**src/sv/cct_pkg.sv**
```systemverilog
// package for the calendar clock: date and time types, limits and month lengths
`default_nettype none

package cct_pkg;

  localparam int YearW   = 16;
  localparam int MonthW  = 4;
  localparam int DayW    = 5;
  localparam int HourW   = 5;
  localparam int MinuteW = 6;
  localparam int SecondW = 6;

  localparam logic [YearW-1:0]   ResetYear = 16'd2019;
  localparam logic [MonthW-1:0]  MonthMax  = 4'd12;
  localparam logic [HourW-1:0]   HourMax   = 5'd24;
  localparam logic [MinuteW-1:0] MinuteMax = 6'd60;
  localparam logic [SecondW-1:0] SecondMax = 6'd60;

  // operation codes
  localparam logic OpTick = 1'b0;
  localparam logic OpSet  = 1'b1;

  // multiplicative inverse of 25 modulo 2^16, and the largest product of a multiple of 25
  localparam logic [YearW-1:0] Inv25     = 16'd23593;
  localparam logic [YearW-1:0] Div25Max  = 16'd2621;

  typedef struct packed {
    logic [YearW-1:0]   year;
    logic [MonthW-1:0]  month;
    logic [DayW-1:0]    day;
    logic [HourW-1:0]   hour;
    logic [MinuteW-1:0] minute;
    logic [SecondW-1:0] second;
  } date_time_t;

  // gregorian leap year: by 400, or by 4 and not by 100
  function automatic logic is_leap(input logic [YearW-1:0] y);
    logic [YearW-1:0] prod;
    logic             div25;
    logic             div4;
    logic             div16;
    prod  = y * Inv25;
    div25 = (prod <= Div25Max);
    div4  = (y[1:0] == 2'd0);
    div16 = (y[3:0] == 4'd0);
    return (div16 && div25) || (div4 && !div25);
  endfunction

  // days in a month, 31 for codes outside 1..12
  function automatic logic [DayW-1:0] month_days(input logic [MonthW-1:0] m,
                                                 input logic leap);
    logic [DayW-1:0] d;
    case (m)
      4'd2:                        d = leap ? 5'd29 : 5'd28;
      4'd4, 4'd6, 4'd9, 4'd11:     d = 5'd30;
      default:                     d = 5'd31;
    endcase
    return d;
  endfunction

endpackage

`default_nettype wire

```
**src/sv/cct_calc.sv**
```systemverilog
// next date and time for one transaction: tick with carry ripple, or validated load
`default_nettype none

module cct_calc (
  input  wire logic                 op,
  input  wire cct_pkg::date_time_t  cur,
  input  wire cct_pkg::date_time_t  load,
  output cct_pkg::date_time_t       nxt,
  output logic                      bad
);

  logic [cct_pkg::YearW-1:0] leap_year;
  logic                      leap;
  logic [cct_pkg::DayW-1:0]  mlen;
  logic                      sec_wrap;
  logic                      min_wrap;
  logic                      hour_wrap;
  logic                      day_wrap;
  logic                      month_wrap;
  logic                      month_ok;
  logic                      ok;
  cct_pkg::date_time_t       ticked;

  // one leap test and month length, shared by tick and load
  always_comb begin
    leap_year = (op == cct_pkg::OpSet) ? load.year : cur.year;
    leap      = cct_pkg::is_leap(leap_year);
    mlen      = cct_pkg::month_days((op == cct_pkg::OpSet) ? load.month : cur.month, leap);
  end

  // tick: carries ripple from second up to year
  always_comb begin
    sec_wrap   = (cur.second >= cct_pkg::SecondMax);
    min_wrap   = sec_wrap && (cur.minute >= cct_pkg::MinuteMax);
    hour_wrap  = min_wrap && (cur.hour >= cct_pkg::HourMax);
    day_wrap   = hour_wrap && (cur.day >= mlen);
    month_wrap = day_wrap && (cur.month >= cct_pkg::MonthMax);

    ticked.second = sec_wrap ? cct_pkg::SecondW'(1) : cur.second + cct_pkg::SecondW'(1);
    ticked.minute = !sec_wrap ? cur.minute :
                    (min_wrap ? cct_pkg::MinuteW'(1) : cur.minute + cct_pkg::MinuteW'(1));
    ticked.hour   = !min_wrap ? cur.hour :
                    (hour_wrap ? cct_pkg::HourW'(1) : cur.hour + cct_pkg::HourW'(1));
    ticked.day    = !hour_wrap ? cur.day :
                    (day_wrap ? cct_pkg::DayW'(1) : cur.day + cct_pkg::DayW'(1));
    ticked.month  = !day_wrap ? cur.month :
                    (month_wrap ? cct_pkg::MonthW'(1) : cur.month + cct_pkg::MonthW'(1));
    ticked.year   = month_wrap ? cur.year + cct_pkg::YearW'(1) : cur.year;
  end

  // load: range checks, day checked only against a real month
  always_comb begin
    month_ok = (load.month != '0) && (load.month <= cct_pkg::MonthMax);
    ok = month_ok
         && (load.day != '0) && (load.day <= mlen)
         && (load.hour != '0) && (load.hour <= cct_pkg::HourMax)
         && (load.minute != '0) && (load.minute <= cct_pkg::MinuteMax)
         && (load.second != '0) && (load.second <= cct_pkg::SecondMax);
  end

  // select result
  always_comb begin
    if (op == cct_pkg::OpSet) begin
      bad = !ok;
      if (ok) begin
        nxt = load;
      end else begin
        nxt.year   = load.year;
        nxt.month  = cct_pkg::MonthW'(1);
        nxt.day    = cct_pkg::DayW'(1);
        nxt.hour   = cct_pkg::HourW'(1);
        nxt.minute = cct_pkg::MinuteW'(1);
        nxt.second = cct_pkg::SecondW'(1);
      end
    end else begin
      bad = 1'b0;
      nxt = ticked;
    end
  end

endmodule

`default_nettype wire

```
**src/sv/calendar_clock_tick.sv**
```systemverilog
// calendar clock top level: input register, clock state and result register
// Usage
//   Input channel: item_valid / item_stall carry one transaction, either a
//   one-second tick (op = 0) or a set of date and time (op = 1, set_* fields).
//   Output channel: result_valid / result_stall carry one result per input
//   transaction, the date and time after it and set_invalid for a rejected set.
//   Path: a transaction is held in the input register, and its result is
//   written into the clock state when the input register advances.
//   Throughput: one transaction per cycle while no result is stalled; the
//   input register and the clock state (which doubles as the result register)
//   each hold one transaction, and all next-state logic sits between them.
//   Stall: while result_stall holds a waiting result, one further transaction
//   is taken into the input register and then item_stall rises until the
//   result is taken. A stalled result does not change.
//   Reset: synchronous, active high; the clock goes to 2019-01-01 01:01:01,
//   no result is pending and the input register is empty.
`default_nettype none

module calendar_clock_tick (
  input  wire logic                          clk,
  input  wire logic                          rst,
  input  wire logic                          item_valid,
  output logic                               item_stall,
  input  wire logic                          op,
  input  wire logic [cct_pkg::YearW-1:0]     set_year,
  input  wire logic [cct_pkg::MonthW-1:0]    set_month,
  input  wire logic [cct_pkg::DayW-1:0]      set_day,
  input  wire logic [cct_pkg::HourW-1:0]     set_hour,
  input  wire logic [cct_pkg::MinuteW-1:0]   set_minute,
  input  wire logic [cct_pkg::SecondW-1:0]   set_second,
  output logic                               result_valid,
  input  wire logic                          result_stall,
  output logic [cct_pkg::YearW-1:0]          cur_year,
  output logic [cct_pkg::MonthW-1:0]         cur_month,
  output logic [cct_pkg::DayW-1:0]           cur_day,
  output logic [cct_pkg::HourW-1:0]          cur_hour,
  output logic [cct_pkg::MinuteW-1:0]        cur_minute,
  output logic [cct_pkg::SecondW-1:0]        cur_second,
  output logic                               set_invalid
);

  logic                pending;
  logic                item_op;
  cct_pkg::date_time_t item_load;
  cct_pkg::date_time_t clock_state;
  cct_pkg::date_time_t clock_next;
  logic                bad_next;
  logic                accept;
  logic                advance;

  // handshake
  assign advance    = pending && !(result_valid && result_stall);
  assign item_stall = pending && result_valid && result_stall;
  assign accept     = item_valid && !item_stall;

  // input register
  always_ff @(posedge clk) begin
    if (rst) begin
      pending <= 1'b0;
    end else if (accept) begin
      pending <= 1'b1;
    end else if (advance) begin
      pending <= 1'b0;
    end
  end

  always_ff @(posedge clk) begin
    if (accept) begin
      item_op          <= op;
      item_load.year   <= set_year;
      item_load.month  <= set_month;
      item_load.day    <= set_day;
      item_load.hour   <= set_hour;
      item_load.minute <= set_minute;
      item_load.second <= set_second;
    end
  end

  // next date and time
  cct_calc u_calc (
    .op   (item_op),
    .cur  (clock_state),
    .load (item_load),
    .nxt  (clock_next),
    .bad  (bad_next)
  );

  // clock state and result register
  always_ff @(posedge clk) begin
    if (rst) begin
      result_valid       <= 1'b0;
      clock_state.year   <= cct_pkg::ResetYear;
      clock_state.month  <= cct_pkg::MonthW'(1);
      clock_state.day    <= cct_pkg::DayW'(1);
      clock_state.hour   <= cct_pkg::HourW'(1);
      clock_state.minute <= cct_pkg::MinuteW'(1);
      clock_state.second <= cct_pkg::SecondW'(1);
    end else if (advance) begin
      result_valid <= 1'b1;
      clock_state  <= clock_next;
    end else if (!result_stall) begin
      result_valid <= 1'b0;
    end
  end

  always_ff @(posedge clk) begin
    if (advance) begin
      set_invalid <= bad_next;
    end
  end

  // result fields
  assign cur_year   = clock_state.year;
  assign cur_month  = clock_state.month;
  assign cur_day    = clock_state.day;
  assign cur_hour   = clock_state.hour;
  assign cur_minute = clock_state.minute;
  assign cur_second = clock_state.second;

endmodule

`default_nettype wire
```
**config.mk**
```make
export PLATFORM = sky130hd
export DESIGN_NAME = calendar_clock_tick
export DESIGN_NICKNAME = d
export VERILOG_FILES = /design/src/sv/cct_pkg.sv /design/src/sv/cct_calc.sv /design/src/sv/calendar_clock_tick.sv
export SDC_FILE = /design/constraint.sdc
export NUM_CORES = 1
export LEC_CHECK = 0
export BUFFER_PORTS_ARGS = -buffer_cell sky130_fd_sc_hd__buf_2
export CORE_UTILIZATION = 63
export DETAILED_ROUTE_END_ITERATION = 10
export HOLD_SLACK_MARGIN = 0.08
export PLACE_DENSITY = 0.95
export SLEW_MARGIN = 20
export SYNTH_ARGS = -nofsm -noshare
export SYNTH_HDL_FRONTEND = slang
export SYNTH_SLANG_ARGS = --single-unit
```
**constraint.sdc**
```tcl
create_clock -name clk -period 17.6 [get_ports clk]
set_input_delay 0 -clock clk [delete_from_list [all_inputs] [get_ports clk]]
set_output_delay 0 -clock clk [all_outputs]
set_load 0.1 [all_outputs]
```
---- After elaboration in Yosys (flattened, before gate mapping) ----
Cells that the tools add are included.
word-level totals
  bits in registers ....................... 88
  input port bits ......................... 47
  output and inout bits ................... 45
  logic and storage cells ................. 104
cells by class
  add/sub/neg operators ................... 6
  $mul .................................... 1
  $lt $le $gt $ge ......................... 11
  eq/ne operators ......................... 6
  muxes and demuxes ....................... 20
  reductions and logical operators ........ 44
operator list
  cell                                                               count
  2-to-1 mux 42 bit                                                  1
  2-to-1 mux 16 bit                                                  2
  2-to-1 mux 26 bit                                                  1
  logical AND 1 bit                                                  20
  2-to-1 mux 5 bit                                                   4
  2-to-1 mux 6 bit                                                   3
  adder 16 x 1 -> 16 bit (second input constant)                     1
  less-or-equal comparator 16 x 12 -> 1 bit (second input constant)  1
  multiplier 16 x 15 -> 16 bit (second input constant)               1
  adder 6 x 1 -> 6 bit (second input constant)                       2
  >= comparator 6 bit (second input constant)                        2
  less-or-equal comparator 6 bit (second input constant)             2
  2-to-1 mux 4 bit                                                   3
  nonzero test 2 bit                                                 6
  nonzero test 6 bit                                                 2
  adder 5 x 1 -> 5 bit (second input constant)                       2
  AND reduction 2 bit                                                5
  nonzero test 5 bit                                                 2
  equality test 4 x 3 -> 1 bit (second input constant)               2
  equality test 4 bit (second input constant)                        2
  >= comparator 5 bit                                                1
  >= comparator 5 bit (second input constant)                        1
  less-or-equal comparator 5 bit                                     1
  less-or-equal comparator 5 bit (second input constant)             1
  other kinds (13)                                                   20

---- Longest topological paths before layout ----
Gate-level depths: netlist of run 1.
  depth in word-level cells ............... 18
  mapped depth ............................ 31
  gate-level depth less buffers ........... 27

---- Modules after synthesis ----
Synthesis of run 1 repeated with hierarchy kept, for this count alone.
unflattened totals
  cells, all modules ...................... 657
  area, all modules ....................... 6652.6 sq um
modules (own cells, without submodules)
  module               instances  cells each  area each (sq um)  sequential area each (sq um)
  cct_calc             1          421         3395.8             0.0
  calendar_clock_tick  1          236         3256.9             2202.1

---- Worst setup path before layout of run 1 ----
No wires, ideal clock.
  path type ............................... register to register
  start point ............................. register item_op
  end point ............................... register clock_state (netlist bit cur_month[0])
  setup time .............................. 0.120 ns
  arrival time ............................ 6.888 ns
  data required time ...................... 17.480 ns
  setup slack ............................. 10.593 ns
  cell stages (with the launch flop) ...... 30
  path buffers ............................ 4
  path through ............................ edfxtp_1 > buf_6 > clkbuf_1 > clkbuf_1 > buf_2 > mux2i_1 > inv_1 > ha_1 > inv_1 > fa_1 > inv_1 > ha_1 > ha_1 > inv_1 > fa_1 > inv_1 > ha_1 > ha_1 > or2_2 > a31oi_1 > mux2_2 > mux2i_1 > o221a_1 > ha_1 > nand2b_1 > a21o_1 > a31oi_1 > nand2b_1 > a221oi_1 > a211o_1
on the way
  word-level cells in the longest chain between the ends .. 18
  elaborated cells between the ends (all ways) .. 35
  classes of those cells .................. mul (1); order compare (3); eq/ne (5); mux (8); reduce/logical (18)
ends and longest elaborated chain
  item                                       RTL line                    text
  from (decl)                                calendar_clock_tick.sv:43   logic item_op;
  from (signal assigned)                     calendar_clock_tick.sv:69   item_op <= op;
  2-to-1 mux 16 bit                          cct_calc.sv:26              leap_year = (op == cct_pkg::OpSet) ? load.year : cur.year;
  multiplier 16 x 15 -> 16 bit               cct_pkg.sv:42               prod = y * Inv25;
  less-or-equal comparator 16 x 12 -> 1 bit  cct_pkg.sv:43               div25 = (prod <= Div25Max);
  zero test 1 bit                            cct_pkg.sv:46               return (div16 && div25) || (div4 && !div25);
  logical AND 1 bit                          cct_pkg.sv:46
  logical OR 1 bit                           cct_pkg.sv:46
  2-to-1 mux 1 bit                           cct_pkg.sv:54               4'd2: d = leap ? 5'd29 : 5'd28;
  case mux 2 bit (2 select lines)            cct_pkg.sv:53               case (m)
  less-or-equal comparator 5 bit             cct_calc.sv:55              && (load.day != '0) && (load.day <= mlen)
  logical AND 1 bit                          cct_calc.sv:55
  logical AND 1 bit (2 in series)            cct_calc.sv:56              && (load.hour != '0) && (load.hour <= cct_pkg::HourMax)
  logical AND 1 bit (2 in series)            cct_calc.sv:57              && (load.minute != '0) && (load.minute <= cct_pkg::MinuteMax)
  logical AND 1 bit (2 in series)            cct_calc.sv:58              && (load.second != '0) && (load.second <= cct_pkg::SecondMax);
  2-to-1 mux 26 bit                          cct_calc.sv:65              if (ok) begin
  2-to-1 mux 42 bit                          cct_calc.sv:63              if (op == cct_pkg::OpSet) begin
  to (signal assigned)                       calendar_clock_tick.sv:100  clock_state <= clock_next;
  to (decl)                                  calendar_clock_tick.sv:45   cct_pkg::date_time_t clock_state;
Parallel ways exist; a longest one is shown, timed or not. The select of a mux whose other input is x is not followed.
A chain may end at the register's enable or synchronous reset.

---- Final worst setup path of run 1 ----
  start point ............................. register item_op
  end point ............................... register clock_state (netlist bit cur_minute[0])
Same word-level chain as after synthesis.

==> results.md, run 1 <==
- Post-Syn Instances: between 600 and 700
- Leak: around 3.3 nW
- Largest family of logic cells by synthesized area: adder cells
- Hold Path Stages: 2
- Tcrit/Tclk final: 46.23%
- Area occupied by multi-input gates: ~3500 um2
- RSZ-0062 raised after global routing: no
- Die Span Y: around 100 um
- P_int: 454.6 uW
- Synthesized cell area: around 6200 um2
- Initial antenna violation count: 0
- Starting Density: approximately two thirds
- Switching Share: between 40% and 50%
- Area Growth Syn to Fin: 19.07%
- Port bufs: 91
- CTS tree: yes
- Pre-Repair DR Iteration Count: 5
- Vias/cell: ~6.3
- Post-Synth Simple-Gate Area: 14.36%
- Most frequent cells in the layout: 91 x buf_2, 81 x inv_1, 74 x ha_1
- Achievable frequency: between 0.1 and 0.15 GHz
- WL final: approximately 17,000 um
- Ys Warns: 0
- Slowest CP cell: and4_1
- DR vias: 5,659
- Startpoint types: register
- Root buf cell: clkbuf_8
- Final GP Congestion: about 0.94
- Largest net degree at the start of global routing: 64
- Status: completed
- CP Class: register to register
- Synth cell types: 67
- Fin util: between 70% and 80%
- Share of cells above drive strength 1: between 15 and 20%
- Sequential share of power: ~31%
- Total of max-cap violations: 0
- Net switching power: 308.4 uW
- Insertion delay to the later sink of the worst-skew pair: 0.39 ns
- Reg-to-reg endpoint: cur_minute[0]$_SDFFE_PP1P_
- Endpoints failing setup: 0
- Worst hold margin: approximately 0.23 ns
- Post-CTS Resized: 0
- Clock power share: between 15 and 20%
- Filler cells: ~570
- Fin. max-slew vios: 0
- Vias in the first global route: 5,708
- Syn nets: 776
- Cell mode on critical path: ha_1
- CTS sink count: between 80 and 90
- Worst Tran Pin Value: between 0.9 and 1 ns
- Prevailing post-synth register cell: edfxtp_1
- Row cnt: 35
- DIE WIDTH: 100.9 um
- Final Hold Viols: 0
- XOR/XNOR Fraction of Synth Area: a little over 4%
- Rel. slew slack: roughly 36%
- Post-Synth Adder-Cell Area: 20.88%
- WL/cell: around 19 um
- Nets: around 900
- Ant diodes: 0
- Max Buffers Root-to-Sink: 2
- # DRC: 0
- Gate power share: between 40% and 50%
- Final setup TNS: 0 ns
- Ys async rst share: 0%
- Post-synth EDFFs: 44
- Worst-path clk slew: roughly 0.11 ns
- R2r setup slk: around 9.5 ns
- Avg Inst Size Synth: about 9.7 um2
- Most common cell after layout, fill and taps aside: buf_2
- Register area share after synthesis: 35.75%
- Total track usage: 35.09%
- CP required: between 15 and 20 ns
- Total Power: around 760 uW
- R2R Path Start: item_op$_DFFE_PP_
- Hold Path Origin: rst
- Crit-path cells: buf_4, clkinv_1, a21boi_0, inv_1, ha_1, ha_1, inv_1, fa_1, fa_1, inv_1, fa_1, ha_1, ha_1, a311o_1, a21oi_1, mux2i_1, o221a_1, ha_1, a21oi_1, o21ai_0, and4_1, a221oi_1, a211o_1
- Min Tclk post-route: ~8.1 ns
- # IOs: between 90 and 100
- Delay of the slowest critical-path stage: just under 0.9 ns
- Seq. cell area: 2202 um2
- Total CTS buffers: 9
- Cells on worst reg2reg path: 23
- Die area: between 10,000 and 15,000 um2
- Drt first-iter violations: 583
- HPWL reported at the end of detailed placement: approximately 11,000 um
- Hold Crit Class: input pin to register
- # H-tree levels: 3
- Mux cell area share after synthesis: between 2 and 2.5%
- Core area: approximately 9400 um2
- Clk_skew: 0.02502 ns
- Pwr dens: ~100 nW/um2
- VDD IR max: between 0.07 and 0.08 mV
- CP top delay family: adder cells
- Total grt overflow: 0
- First-pass GRT wire length: 27,300 um
- DRT antenna net count: 0
- CP Max Fanout: 63
- Critical path endpoint category: register
- Worst EP arrival: 8.43 ns
- Hold EP: pending$_SDFFE_PP0P_
- Post-synthesis compound-gate area fraction: about 16%
- Flops & latches, synth: just under 90
- WP buf/inv: 5
worst reg2reg max path, stage by stage, from the launching register on:
cell and delay, ns:
edfxtp_1 0.34, buf_4 0.52, clkinv_1 0.67, a21boi_0 0.48, inv_1 0.22, ha_1 0.36, ha_1 0.28, inv_1 0.05
fa_1 0.50, fa_1 0.55, inv_1 0.06, fa_1 0.50, ha_1 0.33, ha_1 0.34, a311o_1 0.34, a21oi_1 0.20
mux2i_1 0.13, o221a_1 0.25, ha_1 0.28, a21oi_1 0.06, o21ai_0 0.12, and4_1 0.88, a221oi_1 0.25, a211o_1 0.31
Yosys cell counts (4+ instances only):
library cell  count  area (um2)
nor4_1            4       25.02
nor3_1           19       95.09
a221oi_1         19       166.4
nand3_1          18       90.09
inv_1            81       304.0
a211o_1           6       52.55
ha_1             74       925.9
o21ai_0          20       100.1
a21boi_0          4       30.03
clkbuf_1         13       48.80
dfxtp_1          44       880.8
o21bai_1          6       45.04
nor2_1           57       214.0
a31oi_1          16       100.1
nor2b_1           5       31.28
o31ai_1           6       45.04
or4_1             5       37.54
a211oi_1          5       37.54
nand4_1          10       62.56
xor2_1            9       78.83
a21o_1            4       30.03
a21oi_1          30       150.1
and3_1            5       31.28
and4_1            4       35.03
mux2i_1          10       100.1
xnor2_1          15       131.4
edfxtp_1         44        1321
buf_6             5       56.30
nand2_1          30       112.6
fa_1             18       360.4
per-layer routing:
| layer | track usage (%) | part of all wire (%) |
|---|---|---|
| met5 | 0 | 0 |
| met4 | 20.85 | 5.8 |
| met3 | 8.252 | 8.8 |
| met2 | 61.54 | 50 |
| met1 | 38.73 | 35 |
sequential cells by signal (all words and copies together) (netlist names):
| name | cells |
|---|---|
| item_load | 42 |
| cur_year | 16 |
| cur_minute | 6 |
| cur_second | 6 |
| cur_day | 5 |
| cur_hour | 5 |
| cur_month | 4 |
| item_op | 1 |
| pending | 1 |
| result_valid | 1 |
| set_invalid | 1 |
kinds of logic (layout without fill, tap and decap cells):
| group | Yosys count | in the layout |
|---|---|---|
| compound gates | 140 | 140 |
| xor+xnor | 26 | 26 |
| fa+ha+maj | 92 | 92 |
| buf+inv | 104 | 236 |
| flops | 88 | 88 |
| mux | 13 | 13 |
| simple gates | 174 | 174 |
repair_timing:
item / in CTS / in global routing
endpoints found under the hold margin: 45 / 0
setup buffers: 0 / 0
hold buffers: 45 / 0
area by class of cell:
cell class | instances | share of cell area [%]
flip-flops and latches | 88 | 30.02
inverters | 82 | 4.197
clock buffers | 9 | 1.689
clock inverters | 7 | 1.194
well taps | 129 | 2.201
repair buffers | 138 | 12.56
multi-input cells | 445 | 48.14
power groups by stage:
stage	logic, mW	clock network (mW)	registers (mW)
final	0.373	0.152	0.238
after global routing	0.410	0.159	0.239
after CTS	0.361	0.151	0.237
after detailed placement	0.349	0	0.242
after global placement	0.323	0	0.241
after floorplan	0.247	0	0.268
per-stage QoR:
step / area, um2 / std cells / setup WS [ns]
4_1_cts: 7335 / 898 / 9.657
2_1_floorplan: 6160 / 637 / 10.59
3_5_place_dp: 6673 / 837 / 9.687
5_1_grt: 7335 / 898 / 8.973
3_3_place_gp: 6673 / 837 / 10.10
6_report: 7335 / 898 / 9.464
worst max-delay path by stage:
| stage | startpoint | endpoint | slack (ns) | depth (start not counted) |
|---|---|---|---|---|
| after floorplan | item_op$_DFFE_PP_ | cur_month[0]$_SDFFE_PP1P_ | 10.59 | 29 |
| after global placement | item_op$_DFFE_PP_ | cur_hour[0]$_SDFFE_PP1P_ | 10.10 | 23 |
| after detailed placement | item_op$_DFFE_PP_ | cur_minute[0]$_SDFFE_PP1P_ | 9.69 | 23 |
| after CTS | item_op$_DFFE_PP_ | cur_minute[0]$_SDFFE_PP1P_ | 9.66 | 24 |
| after global routing | item_op$_DFFE_PP_ | cur_minute[0]$_SDFFE_PP1P_ | 8.97 | 23 |
| final | item_op$_DFFE_PP_ | cur_minute[0]$_SDFFE_PP1P_ | 9.46 | 23 |
No activity file was read; power rests on OpenSTA's default activity.
==> run 2, diff against run 1 <==
Settings changed: CORE_UTILIZATION 63 to 53, PLACE_DENSITY 0.95 to 0.9.
Clock period 17.6 ns to 6.6 ns, I/O delays scaled along.
==> run 2 against run 1 <==
Maximum frequency is 25% higher. Clock-buffer cell count is 1 higher. Critical path type unchanged. Register-to-register slack worse by 9.4 ns. Sequential share of layout area is 2.7 points lower. Combinational power grew to 3.2 times the previous value. Setup slack worse by 9.4 ns. Highest routed layer unchanged. Power grew to 3.2 times the previous value. Critical path depth is 4 higher. Sequential power grew to 2.7 times the previous value.
==> results.md, run 2 (same netlist as run 1, synthesis figures left out) <==
- Min Tclk post-route: 6.534 ns (-1.602 ns)
- Vias/cell: 6.172 (-2.1%)
- Achievable frequency: 0.1530 GHz (+25%)
- Clk_skew: 0.01124 ns (-0.01377 ns)
- Biggest register: item_load
- Endpoints failing setup: 0 (unchanged)
- # IOs: 92 (unchanged)
- # DRC: 0 (unchanged)
- Largest net degree at the start of global routing: 45 (-30%)
- Worst-path clk slew: 0.07 ns (-0.04 ns)
- VDD IR max: 0.2557 mV (+250%)
- Worst Tran Pin Value: 0.8687 ns (-0.08465 ns)
- Rel. slew slack: 42.09% (+5.6 points)
- Nets: 935 (+3.5%)
- Row cnt: 39 (+11%)
- Pwr dens: 299.4 nW/um2 (+190%)
- CTS tree: yes
- Core area: 11,370 um2 (+21%)
- Total Power: 2.411 mW (+220%)
- Leak: 3.557 nW (+7.3%)
- Starting Density: 54.18% (-12 points)
- DIE WIDTH: 109.8 um (+8.8%)
- Total track usage: 28.08% (-7.0 points)
- Die area: 12,060 um2 (+18%)
- Max reg flops: 42 (unchanged)
- WL/cell: 19.26 um (+2.3%)
- Worst hold margin: 0.2612 ns (+0.02765 ns)
- Worst EP arrival: 6.72 ns (-1.71 ns)
- Final Worst Setup Slack: 0.06594 ns (-9.398 ns)
- Most common cell after layout, fill and taps aside: buf_2
- Total grt overflow: 0 (unchanged)
- Area Growth Syn to Fin: 30.71%
- Root buf cell: clkbuf_16
- Final GP Congestion: 0.9627 (+2.4%)
- Fin. max-slew vios: 0 (unchanged)
- Pre-Repair DR Iteration Count: 6 (+1)
- Area occupied by multi-input gates: 3827 um2 (+8.4%)
- Share of cells above drive strength 1: 23.47% (+7.7 points)
- CP Class: register to register
- Port bufs: 91 (unchanged)
- Total CTS buffers: 9 (unchanged)
- Critical path endpoint category: register
- Placement Setup Slack: -0.06740 ns (-9.754 ns)
- RSZ-0062 raised after global routing: yes
- HPWL reported at the end of detailed placement: 11,140 um (-0.89%)
- Vias in the first global route: 5,508 (-3.5%)
- Filler cells: 714 (+26%)
- Total of max-cap violations: 0 (unchanged)
- DR vias: 5,826 (+3.0%)
- CP required: 6.78 ns (-11.11 ns)
- Drt first-iter violations: 584 (+0.17%)
- Ant diodes: 0 (unchanged)
- Hold Crit Class: input pin to register
- Die Span Y: 109.8 um (+8.8%)
- Tcrit/Tclk final: 99.00% (+53 points)
- WL final: 18,190 um (+7.5%)
- DRT antenna net count: 0 (unchanged)
- Most frequent cells in the layout: 91 x buf_2, 78 x inv_1, 63 x ha_1
- CTS sink count: 88 (unchanged)
- Max Buffers Root-to-Sink: 2 (unchanged)
- Inst Count DP: 872 (+4.2%)
- Final Hold Viols: 0 (unchanged)
- # H-tree levels: 3 (unchanged)
- CP Max Fanout: 21 (-67%)
- Status: completed
- Startpoint types: register
- First-pass GRT wire length: 25,960 um (-4.9%)
- Final cell count without fillers: 944 (+5.1%)
- Seq. cell area: 2203 um2 (about the same)
- Initial antenna violation count: 0 (unchanged)
- Insertion delay to the later sink of the worst-skew pair: 0.35 ns (-0.04 ns)
[run 2: cell count changes in the layout (fill, tap and decap cells not counted), sizes merged]
| cell | previous run | this run |
|---|---|---|
| inv | 84 | 82 |
| bufinv | 1 | 2 |
| clkbuf | 9 | 12 |
| buf | 93 | 122 |
| nand2b | 3 | 4 |
[run 2: layout make-up]
| cell class | count | area share, % |
|---|---|---|
| tap | 143 | 2.222 |
| multi-input combinational | 446 | 47.54 |
| sequential | 88 | 27.37 |
| clock inverter | 6 | 1.134 |
| clock buffer | 10 | 2.968 |
| inverter | 82 | 3.869 |
| timing repair buffer | 169 | 14.90 |
[run 2: through the flow]
step           area [um2]  utilization [%]  setup TNS [ns]
2_1_floorplan        6186                -               0
3_3_place_gp         6889            60.59               0
3_5_place_dp         6889            60.59         -0.1507
4_1_cts              7697            67.70        -0.07757
5_1_grt              8051            70.82          -1.672
6_report             8051            70.82               0
[run 2: final timing paths]
check	startpoint	endpoint	slack, ns	cells past startpoint
worst max-delay path	item_op$_DFFE_PP_	cur_year[12]$_SDFFE_PP0P_	0.07	27
worst min-delay path	rst	pending$_SDFFE_PP0P_	0.26	2
worst max register to register	item_op$_DFFE_PP_	cur_year[12]$_SDFFE_PP0P_	0.07	27
worst min register to register	pending$_SDFFE_PP0P_	result_valid$_SDFFE_PP0P_	0.55	2
[run 2: per-layer routing]
metal / global-route usage (%) / wire, um / vias to the layer above
met5: 0 / 0 / -
met4: 13.52 / 859 / 0
met3: 6.106 / 1435 / 82
met2: 48.35 / 9130 / 344
met1: 33.05 / 6761 / 2784
li1: - / - / 2616
[run 2: where the power goes]
part	total (mW)	switching, mW	internal [mW]
clock network	0.573	0.228	0.344
logic	1.20	0.640	0.560
registers	0.637	0.0335	0.604
[run 2: critical path, stage by stage, from the launching register on]
cell	delay, ns
edfxtp_1	0.43
buf_12	0.18
clkbuf_4	0.19
buf_4	0.26
mux2i_4	0.35
fa_1	0.47
inv_1	0.08
ha_1	0.24
ha_1	0.28
inv_1	0.05
fa_1	0.55
inv_1	0.07
ha_4	0.24
ha_4	0.24
or2_2	0.29
a31oi_1	0.20
mux2_2	0.35
mux2i_1	0.16
o221a_1	0.25
ha_1	0.24
nand2b_1	0.15
a21o_1	0.21
a41oi_4	0.31
buf_6	0.15
nor2_4	0.05
buf_4	0.20
nand2_1	0.08
a21oi_1	0.08
[run 2: repair_timing]
| action | 4_1_cts | 5_1_grt |
|---|---|---|
| hold buffers | 45 | 0 |
| buffers inserted | 1 | 8 |
| pin swaps | 0 | 10 |
| cloned | 1 | 1 |
| hold endpoints to repair | 45 | 0 |
| setup endpoints to repair | 16 | 37 |
| resized for setup | 2 | 48 |
==> run 3, diff against run 2 <==
--- a/constraint.sdc
+++ b/constraint.sdc
@@ -3,2 +3,2 @@
 set_output_delay 0 -clock clk [all_outputs]
-set_load 0.1 [all_outputs]
+set_load 0.05 [all_outputs]
==> run 3 against run 2 <==
Highest routed layer unchanged. Core utilization increased by 0.21 points. First-iteration DRC count shrank 6.8%. Sequential power hardly changed. Final cell count is the same. Worst hold slack improved by 0.026 ns. Die area unchanged. Critical path type unchanged. Global-route usage rose by 1.0 points. Maximum frequency down 0.81%.
==> results.md, run 3 (same netlist as run 1, synthesis figures left out) <==
- Status: completed
- DR vias: 5,799 (-0.46%)
- Worst Tran Pin Value: 0.8891 ns (+0.02036 ns)
- Vias/cell: 6.143 (-0.46%)
- VDD IR max: 0.2475 mV (-3.2%)
- Total CTS buffers: 9 (unchanged)
- Switching Share: 36.92% (-0.51 points)
- Max reg flops: 42 (unchanged)
- Insertion delay to the later sink of the worst-skew pair: 0.36 ns (about the same)
- DRT antenna net count: 0 (unchanged)
- # H-tree levels: 3 (unchanged)
- Pwr dens: 290.5 nW/um2 (-3.0%)
- CTS sink count: 88 (unchanged)
- Tcrit/Tclk final: 99.81% (+0.81 points)
- Final GP Congestion: 0.9633 (about the same)
- P_int: 1.480 mW (-1.9%)
- Achievable frequency: 0.1518 GHz (-0.81%)
- Rel. slew slack: 40.73% (-1.4 points)
- Most frequent cells in the layout: 91 x buf_2, 75 x inv_1, 65 x ha_1
- Area occupied by multi-input gates: 3855 um2 (+0.72%)
- Startpoint types: register
- # IOs: 92 (unchanged)
- Die Span Y: 109.8 um (unchanged)
- Seq. cell area: 2202 um2 (about the same)
- Sequential share of power: 27.1% (+0.7 points)
- Row cnt: 39 (unchanged)
- Gate power share: 50.5% (+0.7 points)
- WL/cell: 19.42 um (+0.80%)
- Biggest register: item_load
- Most common cell after layout, fill and taps aside: buf_2
- Clk_skew: 0.01333 ns (+0.002088 ns)
- Min Tclk post-route: 6.587 ns (+0.05313 ns)
- Vias in the first global route: 5,423 (-1.5%)
- Largest net degree at the start of global routing: 45 (unchanged)
- Ant diodes: 0 (unchanged)
- Area Growth Syn to Fin: 31.10%
- Clock power share: 22.4% (-1.4 points)
- CP Class: register to register
- Leak: 3.589 nW (+0.89%)
- Starting Density: 54.18% (unchanged)
- Die area: 12,060 um2 (unchanged)
- Filler cells: 730 (+2.2%)
- Critical path endpoint category: register
- Port bufs: 91 (unchanged)
- Worst-path clk slew: 0.06 ns (about the same)
- Endpoints failing setup: 0 (unchanged)
- CP required: 6.83 ns (+0.05 ns)
- Drt first-iter violations: 544 (-6.8%)
- Root buf cell: clkbuf_16
- Net switching power: 866.0 uW (-4.0%)
- Initial antenna violation count: 0 (unchanged)
- Pre-Repair DR Iteration Count: 5 (-1)
- Fin util: 71.02% (+0.21 points)
- Met1 Routed Length: 6651 um (-1.6%)
- Nets: 935 (unchanged)
- DIE WIDTH: 109.8 um (unchanged)
- Max Buffers Root-to-Sink: 2 (unchanged)
- WL final: 18,330 um (+0.80%)
- CP Max Fanout: 8 (-62%)
- Total of max-cap violations: 0 (unchanged)
- CTS tree: yes
- Final Hold Viols: 0 (unchanged)
- Final setup TNS: 0 ns (unchanged)
- HPWL reported at the end of detailed placement: 11,310 um (+1.6%)
- First-pass GRT wire length: 26,540 um (+2.3%)
- Routed length on met3: 1658 um (+16%)
- Worst EP arrival: 6.82 ns (+0.10 ns)
- Total track usage: 29.12% (+1.0 points)
- Hold Crit Class: input pin to register
- Core area: 11,370 um2 (unchanged)
- Fin. max-slew vios: 0 (unchanged)
- Share of cells above drive strength 1: 24.22% (+0.75 points)
- Total grt overflow: 0 (unchanged)
- Met2 WL: 9152 um (+0.24%)
- Highest routed metal layer: met4
- # DRC: 0 (unchanged)
## run 3: per-stage QoR
step                setup WS, ns  power, mW  area (um2)  hold WS (ns)  cells
floorplan               0.001874      1.334        6182       0.09887    637
global placement          0.1398      1.484        6873        0.1764    870
detailed placement       -0.2107      1.544        6873        0.1787    870
CTS                      0.01143      2.096        7741        0.2534    937
global route             -0.1523      2.460        8075        0.3026    944
finish                   0.01281      2.346        8075        0.2870    944
## run 3: path summary, 6_finish.rpt
| check | start | to | slack [ns] | cells past startpoint |
|---|---|---|---|---|
| setup / recovery | item_op$_DFFE_PP_ | cur_year[1]$_SDFFE_PP1P_ | 0.01 | 23 |
| hold / removal | rst | pending$_SDFFE_PP0P_ | 0.29 | 2 |
| setup reg to reg | item_op$_DFFE_PP_ | cur_year[1]$_SDFFE_PP1P_ | 0.01 | 23 |
| hold reg to reg | pending$_SDFFE_PP0P_ | result_valid$_SDFFE_PP0P_ | 0.53 | 2 |
## run 3: per-layer routing
metal  track usage, %  vias up
met4            13.90        0
met3            7.528       80
met1            35.17     2736
met2            48.26      363
met5                0        -
li1                 -     2620
## run 3: layout make-up
class,count,area share (%)
Clock buffer,11,3.006
Multi-Input combinational cell,446,47.74
Sequential cell,88,27.27
Tap cell,143,2.216
Clock inverter,5,0.6817
Inverter,82,3.827
Timing Repair Buffer,169,15.26
## run 3: repair_timing
| action | CTS | global route |
|---|---|---|
| resized for setup | 12 | 48 |
| buffers inserted | 4 | 6 |
| pin swaps | 3 | 18 |
| hold buffers | 45 | 0 |
| setup endpoints to repair | 34 | 41 |
| endpoints found under the hold margin | 45 | 0 |
| cloned | 2 | 1 |
## run 3: worst max-delay path: stages, from the launching register on
cell and delay, ns:
edfxtp_1 0.52, clkbuf_16 0.22, buf_4 0.15, mux2_4 0.34, ha_1 0.31, fa_1 0.49, ha_1 0.32, ha_1 0.33
ha_1 0.32, ha_1 0.32, ha_1 0.38, a21oi_2 0.22, o221ai_2 0.14, a31oi_2 0.22, mux2_4 0.31, mux2i_1 0.15
o221a_1 0.22, ha_1 0.25, nand2b_4 0.15, a21o_1 0.22, a41oi_4 0.29, nand2b_4 0.26, nor2_2 0.07, a211o_1 0.27
## run 3: power groups by stage
stage / clock [mW] / combinational [mW] / sequential, mW
2_1_floorplan: 0 / 0.660 / 0.674
3_3_place_gp: 0 / 0.841 / 0.643
3_5_place_dp: 0 / 0.900 / 0.644
4_1_cts: 0.523 / 0.939 / 0.633
5_1_grt: 0.544 / 1.28 / 0.640
6_report: 0.525 / 1.18 / 0.637
